--- src/hw/rtl/tmtc_ram.sv ---
// ----------------------------------------------------------------------------
// tmtc_ram
// Generic single-port-write, single-port-read RAM with registered read.
// ----------------------------------------------------------------------------
module tmtc_ram #(
   parameter int WIDTH = 8,
   parameter int DEPTH = 16
) (
   input  logic                     clock,
   input  logic                     wr_en,
   input  logic [$clog2(DEPTH)-1:0] wr_addr,
   input  logic [WIDTH-1:0]         wr_data,
   input  logic [$clog2(DEPTH)-1:0] rd_addr,
   output logic [WIDTH-1:0]         rd_data
);

   logic [WIDTH-1:0] mem [DEPTH];

   always_ff @(posedge clock) begin
      if (wr_en) begin
         mem[wr_addr] <= wr_data;
      end
      rd_data <= mem[rd_addr];
   end

endmodule

--- config.mk ---
export PLATFORM = sky130hd
export DESIGN_NAME = tmtc_ram
export DESIGN_NICKNAME = d
export VERILOG_FILES = /design/src/hw/rtl/tmtc_ram.sv
export SDC_FILE = /design/constraint.sdc
export NUM_CORES = 1
export LEC_CHECK = 0
export ABC_AREA = 1
export BUFFER_PORTS_ARGS = -buffer_cell sky130_fd_sc_hd__buf_2
export CAP_MARGIN = 10
export CELL_PAD_IN_SITES_DETAIL_PLACEMENT = 2
export CELL_PAD_IN_SITES_GLOBAL_PLACEMENT = 2
export CORE_MARGIN = 4
export CORE_UTILIZATION = 43
export DETAILED_ROUTE_END_ITERATION = 12
export PLACE_DENSITY_LB_ADDON = 0.05
export RECOVER_POWER = 25
export SYNTH_ARGS = -nofsm -noshare
export SYNTH_HDL_FRONTEND = slang
export SYNTH_SLANG_ARGS = --single-unit
export TNS_END_PERCENT = 5
--- constraint.sdc ---
create_clock -name clock -period 4.1 [get_ports clock]
set_clock_uncertainty 0.05 [all_clocks]
set_input_delay 1.23 -clock clock [delete_from_list [all_inputs] [get_ports clock]]
set_output_delay 1.23 -clock clock [all_outputs]
set_load 0.05 [all_outputs]
**Word level (Yosys, flattened, before mapping)**

Memory sizes are Yosys's and may differ from the RTL's. A register that Yosys moved wholly into a read port is not among the register bits.
Cells that the tools add are included.

- Add/subtract/negate cells: 0
- Multiply operators: 0
- Div/mod/pow operators: 0
- Order comparisons: 0
- Equality and inequality tests: 0
- Shift operators: 0
- Muxes and demuxes: 2
- Bitwise gates (word level): 0
- Reductions and logical operators: 0

Operator list:

| kind | count |
|---|---|
| $mux W1 | 2 |

- Bits in registers: 0
- Latch bits: 0
- Memory bits (writable): 128
- Memory bits (read-only): 0
- Input bits: 18
- Output and inout bits: 8
- Logic and storage cells: 3
- Memories: 1

Memory list:

| name | words | bits a word | rd ports | clocked after memory_dff | write ports | line | text |
|---|---|---|---|---|---|---|---|
| mem | 16 | 8 | 1 | 1 | 1 | 17 | `logic [WIDTH-1:0] mem [DEPTH];` |

**Logic depth before layout (Yosys ltp)**

- Word-level depth: 2
- Depth in mapped cells: 8
- Gate-level depth less buffers: 7

**Worst setup path after synthesis**

OpenSTA, ideal clock, no wires.

- Kind: input -> register
- From: input wr_addr[2]
- To: memory mem[10][0] (enable)
- Setup time: 0.370 ns
- Arrival time: 1.811 ns
- Required time: 3.680 ns
- Setup slack: 1.869 ns
- Cell stages on the path: 2
- Buffers on the path: 0
- Cell sequence: nand3b_1 > nor2_1

RTL lines:

| element | line | text |
|---|---|---|
| start: declaration | 11 | `input logic [$clog2(DEPTH)-1:0] wr_addr,` |
| end: declaration | 17 |  |

Straight into the memory's write port.

**Worst setup path after layout**

- From: register rd_data[1] (read register of mem)
- To: output rd_data[1]

RTL lines:

| element | line | text |
|---|---|---|
| start: declaration | 14 | `output logic [WIDTH-1:0] rd_data` |

No word-level cell between the ends.

==> qor.csv <==
metric,value,unit
p_total,3310,uW
cpLargestDelayFamily,flip-flops,
tns,0,ns
ant_nets,0,
status,finished clean,
synth_area,5770,um^2
grt_first_pass_wirelength,26.0,mm
endpoint_kind,output pin,
ys_ff_latch,136,
grt.overflow.total,0,
initial_core_util,43.7,%
synth_top_cell_by_area,edfxtp_1,
cts_max_path_buffers,2,
die_x,124,um
worstSetupPathType,reg2out,
slowest_delay,0.38,ns
cts_root_buf,clkbuf_16,
power_density,504,nW/um^2
maxCapViolCount,0,
critPathSlowestCell,dfxtp_1,
cts_buffers,17,
gp_congestion,0.778,
drc,0,
via_per_inst,5.08,
slew_headroom,34.1,%
synth_xor_area_share,0,%
ctsResizeCount,0,
cp_data_required_time,2.82,ns
rsz0062_at_grt,false,
antenna_found_initial,0,
postCtsSetupBuffers,0,
netlist_instances,551,
synth_seq_area_share,69.4,%
synth_top_family_by_area,simple AND/OR/NAND/NOR gates,
dp_slack,1.25,ns
cts_tree,done,
min_period,2.37,ns
wirelength,17.2,mm
synth_area_leaders,"edfxtp_1 67%, nand2_1 11%, nand3_1 8.4%",
dieHeight,124,um
tightest_slew,0.989,ns
wire_per_inst,22.5,um
worst-path-buf-inv,1,
yosysTopAreaCellShare,66.7,%
core_area,13200,um^2
synth_adder_area_share,0,%
path_max_fanout,1,
fin_nets,594,
dp_hpwl,11.1,mm
drt_iter0_drc,277,
clk_latency,0.42,ns
syn_nets,569,
critPathLaunchType,flip-flop,
critical_path_arrival,1.09,ns
grt_pass1_vias,4306,
path_cells,buf_2,
maxSlewViolCount,0,
leakage,0.00282,uW
num_rows,42,
grt_max_degree,40,
routed-via-count,3883,
cts_hold_buf,0,
diodes,0,
max_freq,422,MHz
io_pins,26,
avgSynthCellArea,10.5,um^2
hold_class,reg2reg,
clkSlewWorstSetupHoldPaths,0.06,ns
htreeDepth,4,
finalWorstSetupSlack,1.73,ns
vdd_drop_max,245,uV
grt_usage,24.3,%
drive_above_1_share,9.68,%
drt-pass1-iter-count,4,
synth_mux_area_share,0,%
syn_to_final_growth,14.0,%
synth_compound_area_share,0,%
die-area,15300,um^2
finalSetupViolCount,0,
yosys_warnings,0,
synth.distinct_cells,12,
cts.sinks,136,
finalHoldViolations,0,
period_share,57.8,%
yosys.area_share.simple,21.0,%
port_buffers,25,
[Yosys cell counts]
library cell,instances
edfxtp_1,128
buf_4,4
inv_2,2
inv_1,100
nor2_1,17
nand2_1,173
buf_1,1
buf_2,13
dfxtp_1,8
nand3b_1,2
buf_6,6
nand3_1,97
[cells in the final DEF (no fill, tap or decap)]
| cell type | netlist | final |
|---|---|---|
| clkbuf_1 | 0 | 7 |
| edfxtp_1 | 128 | 128 |
| clkbuf_16 | 0 | 17 |
| dfxtp_1 | 8 | 8 |
| clkinv_2 | 0 | 5 |
| nand3b_1 | 2 | 2 |
| nand2_1 | 173 | 173 |
| buf_4 | 4 | 5 |
| inv_2 | 2 | 2 |
| inv_1 | 100 | 100 |
| bufinv_16 | 0 | 2 |
| nand3_1 | 97 | 97 |
| buf_2 | 13 | 20 |
| nor2_1 | 17 | 17 |
| clkbuf_8 | 0 | 5 |
| clkinvlp_4 | 0 | 1 |
[logic make-up (layout without fill, tap and decap cells)]
group                  after synthesis  count (layout)
buffers and inverters              126             164
DFF                                136             136
and+or+nand+nor                    289             289
[flip-flops by register name, indices dropped and copies added, names as in the netlist]
signal and count:
rd_data 8, mem 128
[metal layers]
metal | vias to the layer above | GRT usage [%] | wire length (um) | part of all wire (%)
li1 | 1817 | - | - | -
met1 | 1965 | 29.9 | 6840 | 40
met2 | 82 | 43.7 | 9380 | 54
met3 | 19 | 4.09 | 745 | 4.3
met4 | 0 | 7.47 | 251 | 1.5
met5 | - | 0 | 0 | 0
[layout make-up]
cell class | instances | area (um^2)
sequential | 136 | 4000
timing repair buffer | 30 | 156
clock buffer | 24 | 502
multi-input combinational | 289 | 1210
inverter | 102 | 383
tap | 176 | 220
clock inverter | 8 | 92.6
fill | 1351 | 6620
[power by group]
part | switching [uW] | internal (uW) | leakage, uW | total, uW
Combinational | 180 | 50.0 | 0.00130 | 230
Sequential | 12.7 | 1560 | 0.00122 | 1570
Clock | 545 | 970 | 0.000296 | 1510
Total | 737 | 2580 | 0.00282 | 3310
[worst paths after layout]
kind              startpoint          to  slack (ns)  depth (start not counted)
setup / recovery  rd_data[1]  rd_data[1]        1.73                          1
hold / removal    mem[11][3]  rd_data[3]        0.65                          6
setup reg to reg   mem[4][0]  rd_data[0]        2.93                          6
hold reg to reg   mem[11][3]  rd_data[3]        0.65                          6
[stage by stage]
stage	hold slack (ns)	instance area (um^2)	utilization [%]	instances
detailed placement	0.628	5980	45.4	733
CTS	0.651	6580	49.9	765
global route	0.739	6570	49.8	765
floorplan	0.557	5770	-	551
finish	0.645	6570	49.8	765
global placement	0.589	5980	45.4	733
Power figures use the tool's default switching activity.
