<file path="config.mk">
export PLATFORM = sky130hd
export DESIGN_NAME = tmtc_muldiv
export DESIGN_NICKNAME = d
export VERILOG_FILES = /design/src/hw/rtl/tmtc_pkg.sv /design/src/hw/rtl/tmtc_muldiv.sv
export SDC_FILE = /design/constraint.sdc
export NUM_CORES = 1
export LEC_CHECK = 0
export BUFFER_PORTS_ARGS = -buffer_cell sky130_fd_sc_hd__clkbuf_2
export CAP_MARGIN = 25
export CELL_PAD_IN_SITES_DETAIL_PLACEMENT = 0
export CELL_PAD_IN_SITES_GLOBAL_PLACEMENT = 2
export CORE_ASPECT_RATIO = 0.8
export CORE_UTILIZATION = 33
export CTS_CLUSTER_SIZE = 25
export DETAILED_ROUTE_END_ITERATION = 12
export PLACE_DENSITY_LB_ADDON = 0.1
export REMOVE_ABC_BUFFERS = 1
export SLEW_MARGIN = 25
export SYNTH_ARGS = -nofsm -noshare
export SYNTH_HDL_FRONTEND = slang
export SYNTH_SLANG_ARGS = --single-unit
</file>
<file path="constraint.sdc">
create_clock -name clock -period 9.1 [get_ports clock]
set_clock_uncertainty 0.15 [all_clocks]
set_input_delay 0.91 -clock clock [delete_from_list [all_inputs] [get_ports clock]]
set_output_delay 0.91 -clock clock [all_outputs]
set_load 0.01 [all_outputs]
</file>
<file path="src/hw/rtl/tmtc_pkg.sv">
// ----------------------------------------------------------------------------
// tmtc_pkg
// Types and constants shared by the tempo map tick/time converter.
// ----------------------------------------------------------------------------
package tmtc_pkg;

   localparam int TICK_W  = 31;
   localparam int TEMPO_W = 20;
   localparam int TIME_W  = 56;
   localparam int TPQ_W   = 16;
   localparam int STAT_W  = 3;
   localparam int ACT_W   = 2;

   // multiply/divide unit operand widths
   localparam int MA_W   = 56;
   localparam int MB_W   = 42;
   localparam int PROD_W = MA_W + MB_W;
   localparam int QUO_W  = PROD_W + 1;
   localparam int MDC_W  = 7;

   // 60000 ms per minute * 1000 (milli-BPM) * 65536 (Q.16)
   localparam logic [MB_W-1:0]    MS_SCALE      = 42'd3932160000000;
   localparam logic [MB_W-1:0]    MS_HALF       = 42'd1966080000000;
   localparam logic [TEMPO_W-1:0] TEMPO_TOP     = 20'd1000000;
   localparam logic [TEMPO_W-1:0] DEFAULT_TEMPO = 20'd120000;
   localparam logic [TPQ_W-1:0]   DEFAULT_TPQ   = 16'd480;

   // actions
   localparam logic [ACT_W-1:0] ACT_SET    = 2'd0;
   localparam logic [ACT_W-1:0] ACT_REMOVE = 2'd1;
   localparam logic [ACT_W-1:0] ACT_T2TIME = 2'd2;
   localparam logic [ACT_W-1:0] ACT_TIME2T = 2'd3;

   // status codes
   localparam logic [STAT_W-1:0] ST_OK        = 3'd0;
   localparam logic [STAT_W-1:0] ST_UNCHANGED = 3'd1;
   localparam logic [STAT_W-1:0] ST_NOT_FOUND = 3'd2;
   localparam logic [STAT_W-1:0] ST_FULL      = 3'd3;
   localparam logic [STAT_W-1:0] ST_BAD_TEMPO = 3'd4;

   typedef struct packed {
      logic [TICK_W-1:0]  tick;
      logic [TEMPO_W-1:0] tempo;
      logic [TIME_W-1:0]  start;
   } entry_type;

   localparam int ENTRY_W = $bits(entry_type);

   // request to the multiply/divide unit: (a * b + add) / den
   typedef struct packed {
      logic            div_en;
      logic [MA_W-1:0] a;
      logic [MB_W-1:0] b;
      logic [MB_W-1:0] add;
      logic [MB_W-1:0] den;
   } md_req_type;

endpackage

</file>
<file path="src/hw/rtl/tmtc_muldiv.sv">
// ----------------------------------------------------------------------------
// tmtc_muldiv
// Serial shift-add multiplier followed by an optional restoring divider:
// computes a*b, and (a*b + add) / den when div_en is set.
// ----------------------------------------------------------------------------
module tmtc_muldiv (
   input  logic                              clock,
   input  logic                              reset,
   input  logic                              start,
   input  tmtc_pkg::md_req_type              req,
   output logic                              done,
   output logic [tmtc_pkg::PROD_W-1:0]       prod,
   output logic [tmtc_pkg::QUO_W-1:0]        quot
);

   localparam logic [1:0] MD_IDLE = 2'd0;
   localparam logic [1:0] MD_MUL  = 2'd1;
   localparam logic [1:0] MD_DIV  = 2'd2;

   localparam int MA_W = tmtc_pkg::MA_W;
   localparam int MB_W = tmtc_pkg::MB_W;

   logic [1:0]                      state_ff, state_in;
   logic [tmtc_pkg::MDC_W-1:0]      cnt_ff, cnt_in;
   logic                            done_ff, done_in;
   tmtc_pkg::md_req_type            req_ff, req_in;
   logic [tmtc_pkg::PROD_W-1:0]     prod_ff, prod_in, prod_step;
   logic [tmtc_pkg::QUO_W-1:0]      quo_ff, quo_in;
   logic [MB_W-1:0]                 rem_ff, rem_in;
   logic [MB_W:0]                   mul_sum;
   logic [MB_W:0]                   rem_sh;
   logic [MB_W:0]                   rem_sub;
   logic                            rem_ge;

   // one multiplier bit per step, one quotient bit per step
   always_comb begin
      mul_sum   = {1'b0, prod_ff[tmtc_pkg::PROD_W-1:MA_W]} +
                  (prod_ff[0] ? {1'b0, req_ff.b} : {(MB_W+1){1'b0}});
      prod_step = {mul_sum, prod_ff[MA_W-1:1]};
      rem_sh    = {rem_ff, quo_ff[tmtc_pkg::QUO_W-1]};
      rem_sub   = rem_sh - {1'b0, req_ff.den};
      rem_ge    = (rem_sh >= {1'b0, req_ff.den});
   end

   always_comb begin
      state_in = state_ff;
      cnt_in   = cnt_ff;
      done_in  = 1'b0;
      req_in   = req_ff;
      prod_in  = prod_ff;
      quo_in   = quo_ff;
      rem_in   = rem_ff;
      case (state_ff)
         MD_IDLE: begin
            if (start) begin
               req_in   = req;
               prod_in  = {{MB_W{1'b0}}, req.a};
               cnt_in   = '0;
               state_in = MD_MUL;
            end
         end
         MD_MUL: begin
            prod_in = prod_step;
            cnt_in  = cnt_ff + 1'b1;
            if (cnt_ff == tmtc_pkg::MDC_W'(MA_W - 1)) begin
               cnt_in = '0;
               if (req_ff.div_en) begin
                  quo_in   = {1'b0, prod_step} +
                             {{(tmtc_pkg::QUO_W-MB_W){1'b0}}, req_ff.add};
                  rem_in   = '0;
                  state_in = MD_DIV;
               end else begin
                  done_in  = 1'b1;
                  state_in = MD_IDLE;
               end
            end
         end
         MD_DIV: begin
            rem_in = rem_ge ? rem_sub[MB_W-1:0] : rem_sh[MB_W-1:0];
            quo_in = {quo_ff[tmtc_pkg::QUO_W-2:0], rem_ge};
            cnt_in = cnt_ff + 1'b1;
            if (cnt_ff == tmtc_pkg::MDC_W'(tmtc_pkg::QUO_W - 1)) begin
               done_in  = 1'b1;
               state_in = MD_IDLE;
            end
         end
         default: begin
            state_in = MD_IDLE;
         end
      endcase
   end

   always_ff @(posedge clock) begin
      if (reset) begin
         state_ff <= MD_IDLE;
         done_ff  <= 1'b0;
      end else begin
         state_ff <= state_in;
         done_ff  <= done_in;
      end
      cnt_ff  <= cnt_in;
      req_ff  <= req_in;
      prod_ff <= prod_in;
      quo_ff  <= quo_in;
      rem_ff  <= rem_in;
   end

   assign done = done_ff;
   assign prod = prod_ff;
   assign quot = quo_ff;

endmodule

</file>
Word-level counts from Yosys, hierarchy flattened
Cells that the tools add are included.
{"block": "word_totals", "output_inout_bits": 198, "wordCells": 54, "regBits": 376, "input_bits": 186}
{"block": "op_classes", "n_reduce_logical": 9, "addsub": 4, "mux": 22, "eq_ne": 8, "magnitude_cmp": 1}
{"operator": "$mux 99", "n": 2}
{"operator": "$pmux 99 s2", "n": 1}
{"operator": "$pmux 98 s2", "n": 1}
{"operator": "$mux 42", "n": 4}
{"operator": "$add 98x42->99", "n": 1}
{"operator": "$mux 98", "n": 1}
{"operator": "$pmux 42 s2", "n": 1}
{"operator": "$add 42x42->43", "n": 1}
{"operator": "$ge 43x42->1", "n": 1}
{"operator": "$sub 42x42->42", "n": 1}
{"operator": "$pmux 7 s3", "n": 1}
{"operator": "$mux 7", "n": 2}
{"operator": "$mux 2", "n": 4}
{"operator": "$ne 2x2->1 const B", "n": 4}
{"operator": "$add 7x1->7 const B", "n": 1}
{"operator": "$eq 7x6->1 const B", "n": 1}
{"operator": "$eq 7x7->1 const B", "n": 1}
{"operator": "$pmux 2 s3", "n": 1}
{"operator": "$reduce_and 2->1", "n": 3}
{"operator": "$reduce_and 3->1", "n": 2}
{"operator": "$reduce_bool 2->1", "n": 2}
{"operator": "$mux 1", "n": 3}
{"operator": "$reduce_bool 3->1", "n": 1}
{"operator": "$eq 2x1->1 const B", "n": 1}
{"operator": "3 further kinds", "n": 3}

Longest topological paths before layout
Gate-level depths: netlist (run 1).
{"block": "logic_depth", "depth_word": 6, "depth_mapped": 16}

Worst setup path after synthesis (run 1)
No wires, ideal clock.
{"block": "synth_timing", "path_kind": "reg-to-reg", "startpoint": "reg state_ff[1]", "endpoint": "reg quo_ff, in the netlist quot[0], enable pin", "arrival_ns": 7.986, "setup_time_ns": 0.690, "path_stages_with_launch": 7, "path_slack_ns": 0.274, "required_time_ns": 8.260, "period_less_slack_ns": 8.826, "cell_sequence": "dfxtp_1 inv_1 ha_1 clkbuf_1 clkbuf_1 nand2_1 o22ai_1"}
{"block": "synth_between", "elab_chain_len": 3}
{"item": "start, declared", "line": "tmtc_muldiv.sv:23", "text": "logic [1:0] state_ff, state_in;"}
{"item": "start signal, assigned", "line": "tmtc_muldiv.sv:98", "text": "state_ff <= state_in;"}
{"item": "$eq 2x1->1 / $eq 2x2->1 (equally long branches)", "line": "tmtc_muldiv.sv:53", "text": "case (state_ff)"}
{"item": "$ne 2x2->1 (no line) / $reduce_bool 2->1 (equally long branches)"}
{"item": "$reduce_and 3->1 (no line) *"}
{"item": "end signal, assigned", "line": "tmtc_muldiv.sv:104", "text": "quo_ff <= quo_in;"}
{"item": "end, declared", "line": "tmtc_muldiv.sv:28", "text": "logic [tmtc_pkg::QUO_W-1:0] quo_ff, quo_in;"}
Every way passes the cells marked *; elsewhere a longest branch is shown, timed or not.
A chain may end at the register's enable or synchronous reset.

Final worst setup path (run 1)
{"block": "layout_timing", "startpoint": "reg prod_ff, in the netlist prod[0]", "endpoint": "reg quo_ff, in the netlist quot[94], data pin"}
{"block": "layout_between", "elab_chain_len": 6}
{"item": "start, declared", "line": "tmtc_muldiv.sv:27", "text": "logic [tmtc_pkg::PROD_W-1:0] prod_ff, prod_in, prod_step;"}
{"item": "start signal, assigned", "line": "tmtc_muldiv.sv:103", "text": "prod_ff <= prod_in;"}
{"item": "$mux 42", "line": "tmtc_muldiv.sv:38", "text": "(prod_ff[0] ? {1'b0, req_ff.b} : {(MB_W+1){1'b0}});"}
{"item": "$add 42x42->43", "line": "tmtc_muldiv.sv:37", "text": "mul_sum = {1'b0, prod_ff[tmtc_pkg::PROD_W-1:MA_W]} +"}
{"item": "$add 98x42->99", "line": "tmtc_muldiv.sv:68", "text": "quo_in = {1'b0, prod_step} +"}
{"item": "$mux 99", "line": "tmtc_muldiv.sv:67", "text": "if (req_ff.div_en) begin"}
{"item": "$mux 99", "line": "tmtc_muldiv.sv:65", "text": "if (cnt_ff == tmtc_pkg::MDC_W'(MA_W - 1)) begin"}
{"item": "$pmux 99 s2", "line": "tmtc_muldiv.sv:53"}
{"item": "net quo_in, one bit", "line": "tmtc_muldiv.sv:28"}
The timed path passes the listed nets, and every way through them passes these cells. The select of a mux whose other input is x is not followed.

==> metrics.md, run 1 <==
| Metric | Value |
|---|---|
| Post-CTS Hold Fix Bufs | 0 |
| Reg area | ~11,000 um2 |
| Yosys warns | 0 |
| Critical Path AT | 5.58 ns |
| Worst-margin pin slew | between 0.9 and 1 ns |
| Beginning of the worst hold path | req[85] |
| Clk_lat worst skew | 0.60 ns |
| Die Width | ~300 um |
| Clock root cell | clkbuf_16 |
| Area growth syn-to-layout | 19.0% |
| Leakage | 10.8 nW |
| Worst r2r src | prod[0] |
| Worst min path class | in -> reg |
| Synthesized cell area | 23,000 um2 |
| Initial antenna violation count | 7 |
| Synth Flop Type | edfxtp_1 |
| Layout net count | around 2,800 |
| CP endpoint kind | flip-flop |
| Seq/Total Area, Yosys | 49.0% |
| Post-cts resize count | 0 |
| Vias | between 15,000 and 20,000 |
| Relative slew slack | around 37% |
| IO Port Bufs | roughly 380 |
| # IOs | about 380 |
| WL/cell | around 21 um |
| Post-synth EDFFs | about 370 |
| Final setup violation count | 0 |
| RSZ-0062 raised after global routing | no |
| WP data required | 9.28 ns |
| Mean Syn Cell Area | roughly 11 um2 |
| Maximum vdd ir drop | roughly 0.14 mV |
| Row count | 86 |
| Gr usage total | roughly 20% |
| Clock transition at path regs | 0.07 ns |
| Die area | 70,700 um2 |
| Number of global-route vias before repair | 17,626 |
| GRT overflow | 0 |
| PwrDens | 219 nW/um2 |
| DIE HEIGHT | between 200 and 250 um |
| H-tree lvl count | 2 |
| CTS Buf Count | 43 |
| Commonest non-fill, non-tap cell in the layout | clkbuf_2 |
| Initial core utilization | between 30% and 40% |
| Crit path kind | reg -> reg |
| Final core utilization | 39.7% |
| Yosys reg bits | between 300 and 400 |
| Worst Reg-to-Reg Cells | 15 |
| Vias per cell | 5.12 |
| WHS Endpoint | req_ff[85] |
| Core Region | 68,900 um2 |
| Bufs on Longest Clock Path | 3 |
| CTS tree | done |
| DRC viols | 0 |
| Fillers | 6,944 |
| Post-CTS setup buffers | 0 |
| Crit start category | flip-flop |
| Sink Count | 376 |
| Total Power | 5.98 mW |
| Slew Viols, Final | 0 |
| Post-synth cell types | 97 |
| Status | complete, no violations |
| Pre-Repair DR Iteration Count | 7 |
| Post-Synthesis Cells | about 2,200 |
| Routed WL | 72.3 mm |
| Area of the multi-input gates | between 10,000 and 15,000 um2 |
| Flop2flop setup slack | 3.70 ns |
| Iter 0 DRT Violations | 947 |
| Period utilisation layout | 59.3% |
| Final Hold Viols | 0 |
| Worst-path maximum fanout | 16 |
| HPWL after detailed placement | 54.1 mm |
| Critical R2R Capture | quot[94] |
| Pin count of the biggest net entering global routing | 80 |
| Max-cap violations | 0 |
| FMAX | ~0.19 GHz |
| Crit path time final | 5.40 ns |
| First-pass GRT wire length | 109 mm |
| Async SR Flop Fraction | 0% |
| Antenna Violating Nets Remaining | 0 |
| Final GP Congestion | 0.900 |
| Cells on Worst Hold Path | 1 |
| Share of cells above drive strength 1 | between 20% and 30% |
| Most frequent cells in the layout | clkbuf_2, edfxtp_1, nand2_1 |
## flip-flops by register name, summed over array words and instances (netlist names)
signal / flops
state_ff: 2
rem_ff: 42
prod: 98
quot: 99
req_ff: 127
done: 1
cnt_ff: 7
## routing by layer
layer / up-vias / GRT usage [%] / wire (um)
met5: - / 0 / 33
met4: 6 / 5.20 / 1520
met3: 87 / 4.52 / 4060
met2: 380 / 30.9 / 32100
met1: 8659 / 28.3 / 34600
li1: 8729 / - / -
## critical path: stages, from the launching register on
cell and delay (ns):
edfxtp_1 0.60, and2_1 0.24, ha_1 0.20, fa_1 0.42, a21oi_2 0.22, o21bai_1 0.10
xnor2_1 0.19, nor4_1 0.47, nand2_1 0.14, or2_2 0.39, nor2_1 0.62, nand2b_1 0.37
nor2_1 0.40, nand4b_1 0.18, xnor2_1 0.17, mux2_2 0.27
## cells in the mapped netlist, drive strengths merged (7+ instances only)
| cell | count | area [um2] |
|---|---|---|
| nand2 | 214 | 811 |
| buf | 18 | 106 |
| xor2 | 69 | 604 |
| o21bai | 11 | 82.6 |
| mux2i | 39 | 390 |
| o211ai | 21 | 163 |
| ha | 131 | 1640 |
| edfxtp | 373 | 11200 |
| clkbuf | 61 | 229 |
| or2 | 7 | 43.8 |
| a211oi | 19 | 165 |
| a31oi | 17 | 106 |
| nand3 | 51 | 260 |
| and2 | 87 | 544 |
| inv | 82 | 308 |
| nor2b | 19 | 119 |
| mux2 | 63 | 713 |
| a21oi | 134 | 686 |
| nand2b | 21 | 131 |
| o31ai | 12 | 90.1 |
| nor3 | 34 | 186 |
| nand3b | 9 | 67.6 |
| and4 | 8 | 70.1 |
| nor4 | 10 | 68.8 |
| nor3b | 7 | 57.6 |
| o21a | 18 | 135 |
| o21ai | 163 | 831 |
| a21o | 65 | 489 |
| or3 | 7 | 43.8 |
| nor2 | 157 | 592 |
| nand4 | 36 | 231 |
| a21boi | 9 | 67.6 |
| xnor2 | 86 | 761 |
| and3 | 23 | 144 |
## how the worst max path moves through the flow
stage                            from       end  cells after the start  slack (ns)
after global placement       prod[24]  quot[94]                     13        3.48
after CTS                     prod[0]  quot[94]                     15        3.66
final                         prod[0]  quot[94]                     15        3.70
after floorplan           state_ff[0]   quot[0]                      4       -3.76
after detailed placement      prod[0]  quot[94]                     15        3.69
after global routing          prod[0]  quot[94]                     15        3.44
## cell type report
cell class / count / area share, %
antenna: 5 / 0.0458
clock buffer: 52 / 4.18
clock inverter: 26 / 1.01
inverter: 83 / 1.16
multi-input combinational: 1623 / 40.7
sequential: 376 / 41.2
tap: 924 / 4.23
timing repair buffer: 399 / 7.45
## through the flow
stage | TNS (ns) | worst slack, ns | instances | instance area [um2] | hold slack [ns]
after detailed placement | 0 | 3.69 | 3405 | 25900 | 0.391
after floorplan | -711.93 | -3.76 | 2082 | 22600 | 0.354
final | 0 | 3.70 | 3488 | 27300 | 0.332
after global placement | 0 | 3.48 | 3405 | 25900 | 0.380
after CTS | 0 | 3.66 | 3483 | 27300 | 0.288
after global routing | 0 | 3.44 | 3485 | 27300 | 0.303
## power breakdown
part / switching [mW] / leakage [nW] / internal, mW
Combinational: 1.17 / 6.54 / 0.718
Clock: 0.758 / 0.681 / 1.04
Sequential: 0.116 / 3.56 / 2.18
## cells by family (layout without fill, tap and decap cells)
family | Yosys count | in the layout | synth area share (%)
flops | 376 | 376 | 49.0
xor+xnor | 155 | 155 | 5.94
fa+ha+maj | 134 | 134 | 7.40
simple gates | 706 | 706 | 15.4
mux | 102 | 102 | 4.80
other cells | 0 | 5 | 0
compound gates | 526 | 526 | 14.6
buf+inv | 162 | 560 | 2.82
Note: power is estimated with default switching activity, not from simulation.
==> run 2: changes to the inputs <==
--- a/config.mk
+++ b/config.mk
@@ -10,7 +10,7 @@
 export CELL_PAD_IN_SITES_DETAIL_PLACEMENT = 0
 export CELL_PAD_IN_SITES_GLOBAL_PLACEMENT = 2
 export CORE_ASPECT_RATIO = 0.8
-export CORE_UTILIZATION = 33
+export CORE_UTILIZATION = 37
 export CTS_CLUSTER_SIZE = 25
 export DETAILED_ROUTE_END_ITERATION = 12
 export PLACE_DENSITY_LB_ADDON = 0.1
==> constraint.sdc (replaced) <==
create_clock -name clock -period 5.5 [get_ports clock]
set_clock_uncertainty 0.15 [all_clocks]
set_input_delay 0.55 -clock clock [delete_from_list [all_inputs] [get_ports clock]]
set_output_delay 0.55 -clock clock [all_outputs]
set_load 0.01 [all_outputs]
==> run 2 against run 1 <==
Via count up 3.2%. Largest cell class unchanged. Sequential power up 66%. Setup slack worse by 3.3 ns.
==> metrics.md, run 2 (synthesis gave the netlist of run 1 again) <==
| Metric | Value |
|---|---|
| Status | complete, no violations |
| Share of cells above drive strength 1 | 22.0% |
| Layout net count | 2,992 |
| Reg area | 11,300 um2 |
| Final Hold Viols | 0 |
| Final setup violation count | 0 |
| Clock root cell | clkbuf_16 |
| Maximum vdd ir drop | approximately 0.23 mV |
| WL/cell | 20.2 um |
| Most frequent cells in the layout | clkbuf_2, edfxtp_1, nand2_1 |
| Antenna Violating Nets Remaining | 0 |
| Commonest non-fill, non-tap cell in the layout | clkbuf_2 |
| Critical Path AT | 5.24 ns |
| Iter 0 DRT Violations | 1,229 |
| Bufs on Longest Clock Path | 3 |
| Core Region | 61,200 um2 |
| Fillers | 5,893 |
| RSZ-0062 raised after global routing | no |
| GRT overflow | 0 |
| Max FFs per register | 127 |
| Vias | 18,437 |
| Die Width | 281 um |
| Clock transition at path regs | 0.06 ns |
| Period utilisation layout | 92.7% |
| Critical-path cell list | buf_4 > and2_1 > ha_1 > a21o_1 > a21o_1 > a21o_1 > and3_1 > a2111oi_0 > o2111a_1 > nand4_1 > or3_1 > nor3_1 > xor2_1 > o21ai_1 |
| DP Worst Slack | 0.467 ns |
| Gr usage total | roughly 22% |
| Initial antenna violation count | 3 |
| CP endpoint kind | flip-flop |
| Number of global-route vias before repair | 18,197 |
| Pin count of the biggest net entering global routing | 95 |
| Crit path kind | reg -> reg |
| DIE HEIGHT | approximately 220 um |
| Worst-margin pin slew | 1.16 ns |
| Clk_lat worst skew | approximately 0.58 ns |
| Row count | 81 |
| Worst hold margin | 0.0292 ns |
| Die area | 63,100 um2 |
| Sink Count | approximately 380 |
| DRC viols | 0 |
| IO Port Bufs | 383 |
| Slew Viols, Final | 0 |
| Final core utilization | 46.8% |
| Crit start category | flip-flop |
| WP data required | 5.64 ns |
| Area of the multi-input gates | 11,100 um2 |
| Crit path time final | 5.10 ns |
| Initial core utilization | 37.5% |
| CP max stage cell | a2111oi_0 |
| Crit path max-delay family | compound AO/OA/AOI/OAI gates |
| CTS Buf Count | 44 |
| Area growth syn-to-layout | 24.7% |
| Vias per cell | 5.21 |
| Max-cap violations | 0 |
| Post-route setup slack | around 0.40 ns |
| Worst-path maximum fanout | 23 |
| Relative slew slack | between 20% and 30% |
| PwrDens | 351 nW/um2 |
| Total Power | 10.1 mW |
| First-pass GRT wire length | 108 mm |
| Largest Register | req_ff |
| Slowest cell delay on critical path | 0.91 ns |
| Leakage | 11.4 nW |
| Worst min path class | in -> reg |
| Final GP Congestion | between 0.9 and 1 |
| FMAX | slightly below 0.2 GHz |
| Pre-Repair DR Iteration Count | 5 |
| WP buf/inv | 1 |
| Routed WL | 71.5 mm |
| Top cell by count, worst path | a21o_1 |
| H-tree lvl count | 2 |
| HPWL after detailed placement | 53.5 mm |
| CTS tree | done |
| # IOs | 384 |
==> run 2: cell types whose count changed in the layout (fill, tap and decap cells not counted), sizes merged <==
cell	previous run	this run
dlygate4sd3	0	124
clkinvlp	5	2
diode	5	2
clkbuf	435	438
clkinv	16	21
bufinv	5	4
buf	16	37
==> run 2: cell type report <==
class                           instances  share of cell area (%)
Clock inverter                         27                   0.865
Clock buffer                           55                    4.14
Sequential cell                       376                    39.3
Antenna cell                            2                  0.0175
Inverter                               83                    1.11
Tap cell                              830                    3.62
Timing Repair Buffer                  544                    12.1
Multi-Input combinational cell       1623                    38.8
==> run 2: power breakdown <==
group          total, mW  switching, mW  internal, mW
sequential          3.79          0.191          3.60
clock               2.98           1.26          1.72
combinational       3.29           1.99          1.30
==> run 2: final timing paths <==
kind | from | to | slack [ns] | depth (start not counted)
worst min register to register | quot[23] | quot[24] | 0.40 | 2
worst max register to register | prod[0] | quot[95] | 0.40 | 14
worst max-delay path | prod[0] | quot[95] | 0.40 | 14
worst min-delay path | req[19] | req_ff[19] | 0.03 | 1
==> run 2: what timing repair did <==
item                                   CTS  global route
hold buffers                           124             0
resized for setup                        0             0
endpoints found under the hold margin  126             0
setup buffers                            0             0
==> run 2: per-layer routing <==
metal	wire length [um]	vias up	GRT usage (%)
li1	-	9037	-
met1	35100	8849	33.2
met2	31300	480	34.1
met3	3820	71	3.49
met4	1260	0	4.99
met5	0	-	0
==> run 2: stage by stage <==
stage	setup TNS [ns]	std cells	cell area, um2
after CTS	0	3537	28600
final	0	3540	28600
after global routing	0	3540	28600
after global placement	0	3331	25900
after detailed placement	0	3331	25900
after floorplan	-1603.16	2082	22600
